File: src/rtl/ssaft_pkg.sv
// Package for the smoothstep alpha fade timer: request and register codes,
// datapath widths, controller/datapath command and status types. No dependencies.
`timescale 1ns / 1ps

package ssaft_pkg;

    // Default parameter values
    localparam int TIME_BITS_DEFAULT  = 32;
    localparam int ALPHA_BITS_DEFAULT = 8;

    // Request codes
    localparam logic [1:0] REQ_TICK  = 2'd0;
    localparam logic [1:0] REQ_START = 2'd1;
    localparam logic [1:0] REQ_RESET = 2'd2;

    // Configuration register indexes
    localparam logic [1:0] CFG_FADE_DURATION = 2'd0;
    localparam logic [1:0] CFG_ALPHA_FULL    = 2'd1;
    localparam logic [1:0] CFG_ALPHA_START   = 2'd2;

    // Configuration reset values
    localparam logic [15:0] DURATION_RESET    = 16'd200;
    localparam logic [7:0]  ALPHA_FULL_RESET  = 8'd255;
    localparam logic [7:0]  ALPHA_START_RESET = 8'd0;

    // Fixed field widths
    localparam int NOW_W   = 32;
    localparam int DUR_W   = 16;
    localparam int LVL_W   = 8;
    localparam int CFG_W   = 16;
    localparam int TERM_W  = DUR_W + 2;          // 3d - 2e
    localparam int SQ_W    = 2 * DUR_W;          // e*e, d*d
    localparam int PROD_W  = SQ_W + TERM_W;      // e*e*(3d-2e)
    localparam int CUBE_W  = 3 * DUR_W;          // d*d*d
    localparam int NUM_W   = PROD_W + LVL_W;     // numerator
    localparam int QBITS   = LVL_W;              // quotient < alpha_full
    localparam int DEN_SH_W = CUBE_W + QBITS - 1;

    typedef struct packed {
        logic load;      // capture the accepted item
        logic eval;      // first multiply stage: e*e, 3d-2e, d*d
        logic mul2;      // e*e*(3d-2e), d*d*d
        logic mul3;      // numerator, divider setup
        logic div_step;  // one quotient bit
        logic commit;    // update state, load result register
    } ssaft_cmd_t;

    typedef struct packed {
        logic need_ease; // tick on a running fade that has not finished
    } ssaft_status_t;

endpackage

File: src/rtl/ssaft_ctrl.sv
// Controller for the smoothstep alpha fade timer: sequences one item through
// the datapath and owns the channel handshakes. Depends on ssaft_pkg.
`timescale 1ns / 1ps

module ssaft_ctrl
    import ssaft_pkg::*;
(
    input  logic          clk,
    input  logic          rst_n,
    input  logic          in_valid,
    output logic          in_ready,
    output logic          out_valid,
    input  logic          out_ready,
    input  ssaft_status_t status,
    output ssaft_cmd_t    cmd
);

    localparam logic [2:0] S_IDLE = 3'd0;
    localparam logic [2:0] S_EVAL = 3'd1;
    localparam logic [2:0] S_MUL2 = 3'd2;
    localparam logic [2:0] S_MUL3 = 3'd3;
    localparam logic [2:0] S_DIV  = 3'd4;
    localparam logic [2:0] S_DONE = 3'd5;

    localparam int CNT_W = $clog2(QBITS);
    localparam logic [CNT_W-1:0] CNT_LAST = CNT_W'(QBITS - 1);

    logic [2:0]       state_reg, state_next;
    logic [CNT_W-1:0] cnt_reg, cnt_next;
    logic             out_valid_reg, out_valid_next;
    logic             slot_free;

    assign slot_free = !out_valid_reg || out_ready;
    assign in_ready  = (state_reg == S_IDLE);
    assign out_valid = out_valid_reg;

    always_comb
    begin
        state_next = state_reg;
        cnt_next   = cnt_reg;
        cmd        = '0;
        unique case (state_reg)
            S_IDLE:
            begin
                if (in_valid)
                begin
                    cmd.load   = 1'b1;
                    state_next = S_EVAL;
                end
            end
            S_EVAL:
            begin
                cmd.eval   = 1'b1;
                state_next = status.need_ease ? S_MUL2 : S_DONE;
            end
            S_MUL2:
            begin
                cmd.mul2   = 1'b1;
                state_next = S_MUL3;
            end
            S_MUL3:
            begin
                cmd.mul3   = 1'b1;
                cnt_next   = '0;
                state_next = S_DIV;
            end
            S_DIV:
            begin
                cmd.div_step = 1'b1;
                cnt_next     = cnt_reg + 1'b1;
                if (cnt_reg == CNT_LAST)
                begin
                    state_next = S_DONE;
                end
            end
            S_DONE:
            begin
                if (slot_free)
                begin
                    cmd.commit = 1'b1;
                    state_next = S_IDLE;
                end
            end
            default:
            begin
                state_next = S_IDLE;
            end
        endcase
    end

    always_comb
    begin
        if (cmd.commit)
        begin
            out_valid_next = 1'b1;
        end
        else if (out_ready)
        begin
            out_valid_next = 1'b0;
        end
        else
        begin
            out_valid_next = out_valid_reg;
        end
    end

    always_ff @(posedge clk or negedge rst_n)
    begin
        if (!rst_n)
        begin
            state_reg     <= S_IDLE;
            cnt_reg       <= '0;
            out_valid_reg <= 1'b0;
        end
        else
        begin
            state_reg     <= state_next;
            cnt_reg       <= cnt_next;
            out_valid_reg <= out_valid_next;
        end
    end

endmodule

File: config.mk
export PLATFORM = sky130hd
export DESIGN_NAME = ssaft_ctrl
export DESIGN_NICKNAME = d
export VERILOG_FILES = /design/src/rtl/ssaft_pkg.sv /design/src/rtl/ssaft_ctrl.sv
export SDC_FILE = /design/constraint.sdc
export NUM_CORES = 1
export LEC_CHECK = 0
export BUFFER_PORTS_ARGS = -buffer_cell sky130_fd_sc_hd__clkbuf_2
export CORE_AREA = 8 8 45 47
export CTS_CLUSTER_SIZE = 14
export DETAILED_ROUTE_END_ITERATION = 8
export DIE_AREA = 0 0 53 55
export HOLD_SLACK_MARGIN = 0.06
export PLACE_DENSITY = 0.64
export REMOVE_ABC_BUFFERS = 1
export SLEW_MARGIN = 10
export SYNTH_ARGS = -nofsm -noshare
export SYNTH_HDL_FRONTEND = slang
export SYNTH_SLANG_ARGS = --single-unit
export TNS_END_PERCENT = 5
File: constraint.sdc
create_clock -name clk -period 1.4 [get_ports clk]
set_input_delay 0.07 -clock clk [delete_from_list [all_inputs] [get_ports clk]]
set_output_delay 0.07 -clock clk [all_outputs]
set_load 0.01 [all_outputs]
# Word level (Yosys, flattened, before mapping)
# Index checks and enable logic that the tools add are counted.
# op_classes
div_mod_pow	0
n_mul	0
n_bitwise	0
mux	16
eq_ne	9
n_reduce_logical	6
add_sub_neg	1
shift	0
magnitude_cmp	0
# op_table
cell	n
$pmux W3 S6	1
$mux W3	4
$mux W1	10
$eq A3 B3 Y1 const B	3
$eq A3 B2 Y1 const B	2
$ne A2 B2 Y1 const B	3
$pmux W3 S2	1
$reduce_bool A2 Y1	2
$add A3 B1 Y3 const B	1
$eq A3 B1 Y1 const B	1
$logic_not A3 Y1	1
$reduce_and A3 Y1	1
$logic_not A1 Y1	1
$logic_or A1 B1 Y1	1
# word_totals
latchBits	0
mem_bits_rw	0
n_memories	0
register_bits	7
mem_bits_ro	0
in_bits	5

# Longest topological paths before layout
# Gate-level depths: netlist of the first run.
# depth
ltp_word	5
mapped_depth	5

# Worst setup path after synthesis of the first run
# No wires, ideal clock.
# synth_path
kind	reg-to-reg
from	register state_reg[0]
to	register cnt_reg[0]
arrival_ps	1045
path_stages_with_launch	5
path_slack_ps	230
setup_ps	125
synth_period_minus_slack_ps	1170
path_cell_list	dfrtp_1 buf_6 and3b_2 nor2_2 mux2_4
# synth_via
elab_chain_cells	2
word_cells_on_any_way	4
# synth_lines
element	line_no	rtl
start: declaration	ssaft_ctrl.sv:28	logic [2:0] state_reg, state_next;
start signal: assignment	ssaft_ctrl.sv:117	state_reg <= state_next;
$eq A3 B3 Y1 or $eq A3 B2 Y1 (tied branches)	ssaft_ctrl.sv:42	unique case (state_reg)
$pmux W3 S2 or $reduce_bool A2 Y1 (tied branches)	--	
end signal: assignment	ssaft_ctrl.sv:118	cnt_reg <= cnt_next;
end: declaration	ssaft_ctrl.sv:29	logic [CNT_W-1:0] cnt_reg, cnt_next;
# Parallel ways exist; a longest one is shown, timed or not.
# A chain may end at the register's enable or synchronous reset.

==> results.py, run 1 <==
metrics = {
    "outcome": {
        "status": "finished clean",
    },
    "cts": {
        "clockRootBuffer": "clkbuf_4",
        "cts_sinks": 7,
        "worstSkewPairLatency_ns": 0.25,
        "clockBufferDepth": 2,
        "htree_levels": 1,
        "numCtsBuffers": 3,
        "post_cts_buffers": 0,
        "clk_pin_slew_ns": 0.05,
        "cts_tree": "done",
    },
    "floorplan": {
        "num_rows": 14,
        "die_h_um": 55,
        "dieArea_um2": 2920,
        "coreArea_um2": 1380,
        "num_io_pins": 13,
        "die_w_um": 53,
        "start_util": 0.307,
    },
    "synthesis": {
        "synth_area_leaders": "dfrtp_1 (41%), ha_1 (5.9%), buf_6 (5.3%)",
        "seq_area_frac_synth": 0.412,
        "ys_types": 24,
        "yosysTopAreaCellShare": 0.412,
        "synthesis.area_um2": 425,
        "yosys.area.top_type": "dfrtp_1",
        "ys_ff_latch": 7,
        "yosys_warnings": 0,
        "syn_inst": 39,
        "syn-mean-instance-area_um2": 10.9,
    },
    "critical_path": {
        "crit_path_cell_trace": "nor3b_4, buf_4, clkbuf_2",
        "critPathSlowestCell": "dfrtp_2",
        "critPathLaunchType": "flip-flop",
        "arrival_ns": 1.26,
        "cp-end-kind": "primary output",
        "setup.worst_path.class": "flip-flop to primary output",
        "crit_required_ns": 1.33,
        "crit_fanout": 11,
        "max_stage_delay_ns": 0.48,
    },
    "routing": {
        "remaining_drc_errors": 0,
        "avgRoutedWirePerCell_um": 11.9,
        "first_iter_violations": 4,
        "wl_um": 832,
        "drtAntennaViolNets": 0,
        "viasPerCell": 4.71,
        "firstDrtPassIters": 2,
        "vias": 330,
    },
    "timing": {
        "max_freq_mhz": 753,
        "hold_viol_final": 0,
        "fin_crit_sh": 0.948,
        "relSlewSlack": 0.795,
        "tns_ns": 0,
        "rsz0062_at_grt": "no",
        "finalClockSkew_ns": 0.00315,
        "hold_ws_ns": 0.0947,
        "worst_slew_pin_slew_ns": 0.303,
        "fin_crit_ns": 1.33,
        "setup_violations": 0,
        "drv_slew": 0,
    },
    "layout": {
        "diodes": 0,
        "drive_gt1_frac": 0.463,
        "layout_common_cells": "clkbuf_2 (12), dfrtp_1 (4), clkbuf_4 (3), dfrtp_2 (3)",
        "layout_commonest_cell": "clkbuf_2",
        "syn_to_final_growth_pct": 23.5,
        "final_nets": 62,
    },
    "global_routing": {
        "grt_pass1_vias": 313,
        "grt_max_degree": 12,
        "grt_pass1_wl_mm": 1.39,
        "overflow": 0,
        "antenna_found_initial": 0,
        "grt_use_total": 0.0648,
    },
    "pwr": {
        "ir_worst_vdd_mv": 0.709,
        "power_leakage_nw": 0.261,
        "powerDensity_nw_per_um2": 2260,
    },
    "min_path": {
        "hp-class": "input pin to flip-flop",
    },
    "run": {
        "max_cap_violations": 0,
    },
    "placed_design": {
        "place_hpwl_um": 669,
        "gp_congestion": 0.681,
        "numPortBuffers": 12,
    },
}
repair_timing:
item	CTS	global route
resized for setup	1	3
hold buffers	1	0
endpoints found under the hold margin	7	0
endpoints found under the setup margin	2	3
gates cloned	0	0
routing by layer:
metal	vias up	share of wire	GRT usage
met2	8	0.52	0.113
met3	2	0.066	0.0267
met4	0	0.020	0.0388
li1	171	-	-
met5	-	0	0
met1	149	0.39	0.0631
cells by family after synthesis:
kind of cell / Yosys count / share of synthesized area
flip-flops: 7 / 0.412
multiplexers: 2 / 0.0588
buffers and inverters: 4 / 0.0794
AND/OR/NAND/NOR: 16 / 0.250
adder cells (fa/ha/maj): 2 / 0.0588
AO/OA/AOI/OAI: 8 / 0.141
synthesized netlist by cell type, drive strengths merged:
master	number
dfrtp	7
buf	3
nor2	3
nor2b	3
a22o	2
and2	2
ha	2
nand2	2
nand2b	2
nor3b	2
a211oi	1
a21oi	1
a31o	1
and3b	1
inv	1
mux2	1
mux2i	1
nor3	1
o21ai	1
o311ai	1
o31ai	1
power by group:
part           total, mW  internal (mW)  leakage (nW)  switching, mW
combinational      0.557          0.304         0.161          0.253
clock              0.187          0.109        0.0150         0.0775
sequential         0.446          0.303        0.0855          0.143
total               1.19          0.716         0.261          0.474
worst paths after layout:
path | startpoint | endpoint | slack [ns] | depth (start not counted)
min reg2reg | cnt_reg[1] | cnt_reg[1] | 0.51 | 1
min in group asynchronous | rst_n | cnt_reg[0] | 0.18 | 2
max reg2reg | cnt_reg[0] | cnt_reg[2] | 0.21 | 3
max in group asynchronous | rst_n | state_reg[1] | 1.04 | 2
min | status | state_reg[1] | 0.09 | 3
max | state_reg[0] | cmd[1] | 0.07 | 3
worst max-delay path, delay by kind of cell, from the launching register on:
kind | cells | cell delay (ns)
buf+inv | 2 | 0.29
simple gates | 1 | 0.24
flops | 1 | 0.48
through the flow:
step,cells,power (mW),setup WS [ns],area [µm²],utilization
final,70,1.19,0.0726,526,0.380
after global routing,70,1.30,0.00404,526,0.380
after CTS,70,1.20,0.0330,520,0.376
after detailed placement,65,0.997,0.157,483,0.349
after global placement,65,0.990,0.182,483,0.349
after floorplan,36,0.792,0.148,395,-
area by class of cell:
| cell class | count | area [µm²] |
|---|---|---|
| fill | 132 | 858 |
| multi-input combinational | 28 | 219 |
| sequential | 7 | 179 |
| timing repair buffer | 14 | 77.6 |
| clock buffer | 4 | 26.3 |
| tap | 16 | 20.0 |
| inverter | 1 | 3.75 |
Power figures use the tool's default switching activity.
==> run 2: changes to the inputs <==
Settings changed: ABC_AREA from default to 1.
==> results.py, run 2 <==
metrics = {
    "outcome": {
        "status": "finished clean",
    },
    "synthesis": {
        "synthTopCellsByCount": "nand2_1 (13), inv_1 (9), dfrtp_1 (7), nor2_1 (7), inv_2 (3)",
        "yosys.area.top_type": "dfrtp_1",
        "yosys_warnings": 0,
        "syn_inst": 57,
        "synth_most_common_cell": "nand2_1",
        "synthArstFlopShare": 1.00,
        "synth_area_leaders": "dfrtp_1 (41%), nand2_1 (11%), inv_1 (7.9%)",
        "syn-mean-instance-area_um2": 7.49,
        "yosysTopAreaCellShare": 0.411,
        "synthesis.area_um2": 427,
        "synth-edff-count": 0,
        "seq_area_frac_synth": 0.411,
        "ys.flop_type": "dfrtp_1",
        "ys_types": 19,
        "ys_ff_latch": 7,
    },
    "cts": {
        "clockBufferDepth": 2,
        "post_cts_buffers": 0,
        "cts_tree": "done",
        "clk_pin_slew_ns": 0.05,
        "worstSkewPairLatency_ns": 0.25,
        "htree_levels": 1,
        "numCtsBuffers": 3,
        "clockRootBuffer": "clkbuf_4",
        "cts_sinks": 7,
    },
    "critical_path": {
        "path_buf_inv": 1,
        "r2r_slack_ns": 0.19,
        "crit_fanout": 5,
        "critPathLaunchType": "flip-flop",
        "rr_endpoint": "state_reg[0]",
        "arrival_ns": 1.19,
        "worst_path_dominant_cell_family": "flip-flops",
        "setup.worst_path.class": "flip-flop to primary output",
        "ff2ff_path_depth": 5,
        "critPathSlowestCell": "dfrtp_1",
        "cp-end-kind": "primary output",
        "max_stage_delay_ns": 0.42,
        "crit_path_start": "state_reg[1]",
        "r2r-start": "cnt_reg[0]",
        "crit_required_ns": 1.33,
        "endpoint": "cmd[5]",
        "crit_path_cell_trace": "nor2_2, nand2_2, nor2_1, clkbuf_2",
        "crit_cells": 4,
    },
    "placed_design": {
        "numPortBuffers": 12,
        "place_hpwl_um": 709,
        "placed_area_um2": 499,
        "gp_congestion": 0.755,
    },
    "timing": {
        "fin_crit_ns": 1.26,
        "fin_crit_sh": 0.901,
        "hold_viol_final": 0,
        "max_freq_mhz": 793,
        "worst_slew_pin_slew_ns": 0.244,
        "tns_ns": 0,
        "finalClockSkew_ns": 0.00158,
        "rsz0062_at_grt": "no",
        "drv_slew": 0,
        "relSlewSlack": 0.836,
        "setup_violations": 0,
    },
    "layout": {
        "drive_gt1_frac": 0.356,
        "layout_common_cells": "nand2_1 (12), clkbuf_2 (12), inv_1 (9)",
        "final_nets": 81,
        "final_area_um2": 539,
        "diodes": 0,
        "syn_to_final_growth_pct": 26.4,
    },
    "global_routing": {
        "overflow": 0,
        "grt_max_degree": 8,
        "grt_pass1_vias": 364,
        "grt_use_total": 0.0659,
        "grt_pass1_wl_mm": 1.38,
        "antenna_found_initial": 0,
    },
    "routing": {
        "first_iter_violations": 0,
        "drtAntennaViolNets": 0,
        "avgRoutedWirePerCell_um": 9.47,
        "wl_um": 843,
        "remaining_drc_errors": 0,
        "viasPerCell": 4.46,
        "vias": 397,
        "firstDrtPassIters": 1,
    },
    "floorplan": {
        "num_io_pins": 13,
        "coreArea_um2": 1380,
        "start_util": 0.308,
        "die_h_um": 55,
        "num_rows": 14,
        "die_w_um": 53,
        "dieArea_um2": 2920,
    },
    "min_path": {
        "min_path_cells": 3,
        "hp-class": "input pin to flip-flop",
    },
    "pwr": {
        "power_leakage_nw": 0.329,
        "powerDensity_nw_per_um2": 2330,
        "ir_worst_vdd_mv": 0.948,
    },
    "run": {
        "max_cap_violations": 0,
    },
}
run 2: stage by stage:
step                power, mW  utilization  instances  hold slack, ns  setup slack, ns
floorplan               0.881            -         56          -0.226            0.233
global placement         1.07        0.361         84         -0.0823            0.212
detailed placement       1.08        0.361         84         -0.0813            0.190
CTS                      1.27        0.387         89          0.0892           0.0596
global route             1.40        0.390         89           0.104           0.0289
finish                   1.26        0.390         89          0.0950            0.138
run 2: worst min path at each step:
stage                     startpoint           end
after floorplan                rst_n    cnt_reg[0]
after global placement         rst_n     out_valid
after detailed placement       rst_n  state_reg[2]
after CTS                     status  state_reg[1]
after global routing          status  state_reg[1]
final                         status  state_reg[1]
run 2: what timing repair did:
item | 4_1_cts | 5_1_grt
resized for setup | 0 | 2
hold buffers | 1 | 0
endpoints found under the setup margin | 0 | 1
hold endpoints to repair | 7 | 0
run 2: kinds of logic (layout without fill, tap and decap cells):
kind of cell	after synthesis	count (layout)	share of synthesized area
and+or+nand+nor	28	28	0.296
DFF	7	7	0.411
adders and majority gates	2	2	0.0586
AOI/OAI and AO/OA	7	7	0.111
buffers and inverters	13	29	0.123
run 2: cell type report:
cell class	instances	area (µm²)
clock buffers	4	26.3
fillers	142	845
inverters	12	45.0
multi-input cells	37	201
flip-flops and latches	7	176
well taps	16	20.0
repair buffers	13	70.1
run 2: worst reg2reg max path, cell delays in order (launching register included):
cell and delay, ns:
dfrtp_1 0.39, ha_1 0.20, ha_1 0.18, nand3b_1 0.15, o21ai_1 0.09, o21bai_2 0.08
run 2: per-layer routing:
layer  share of wire  vias up  global-route usage
met1            0.40      184              0.0601
li1                -      206                   -
met5               0        -                   0
met3           0.033        2              0.0241
met2            0.56        5               0.117
met4          0.0071        0              0.0517
run 2: power breakdown:
part           switching [mW]  internal, mW  leakage, nW
logic                   0.399         0.265        0.228
registers               0.106         0.304       0.0865
clock network          0.0731         0.109       0.0150
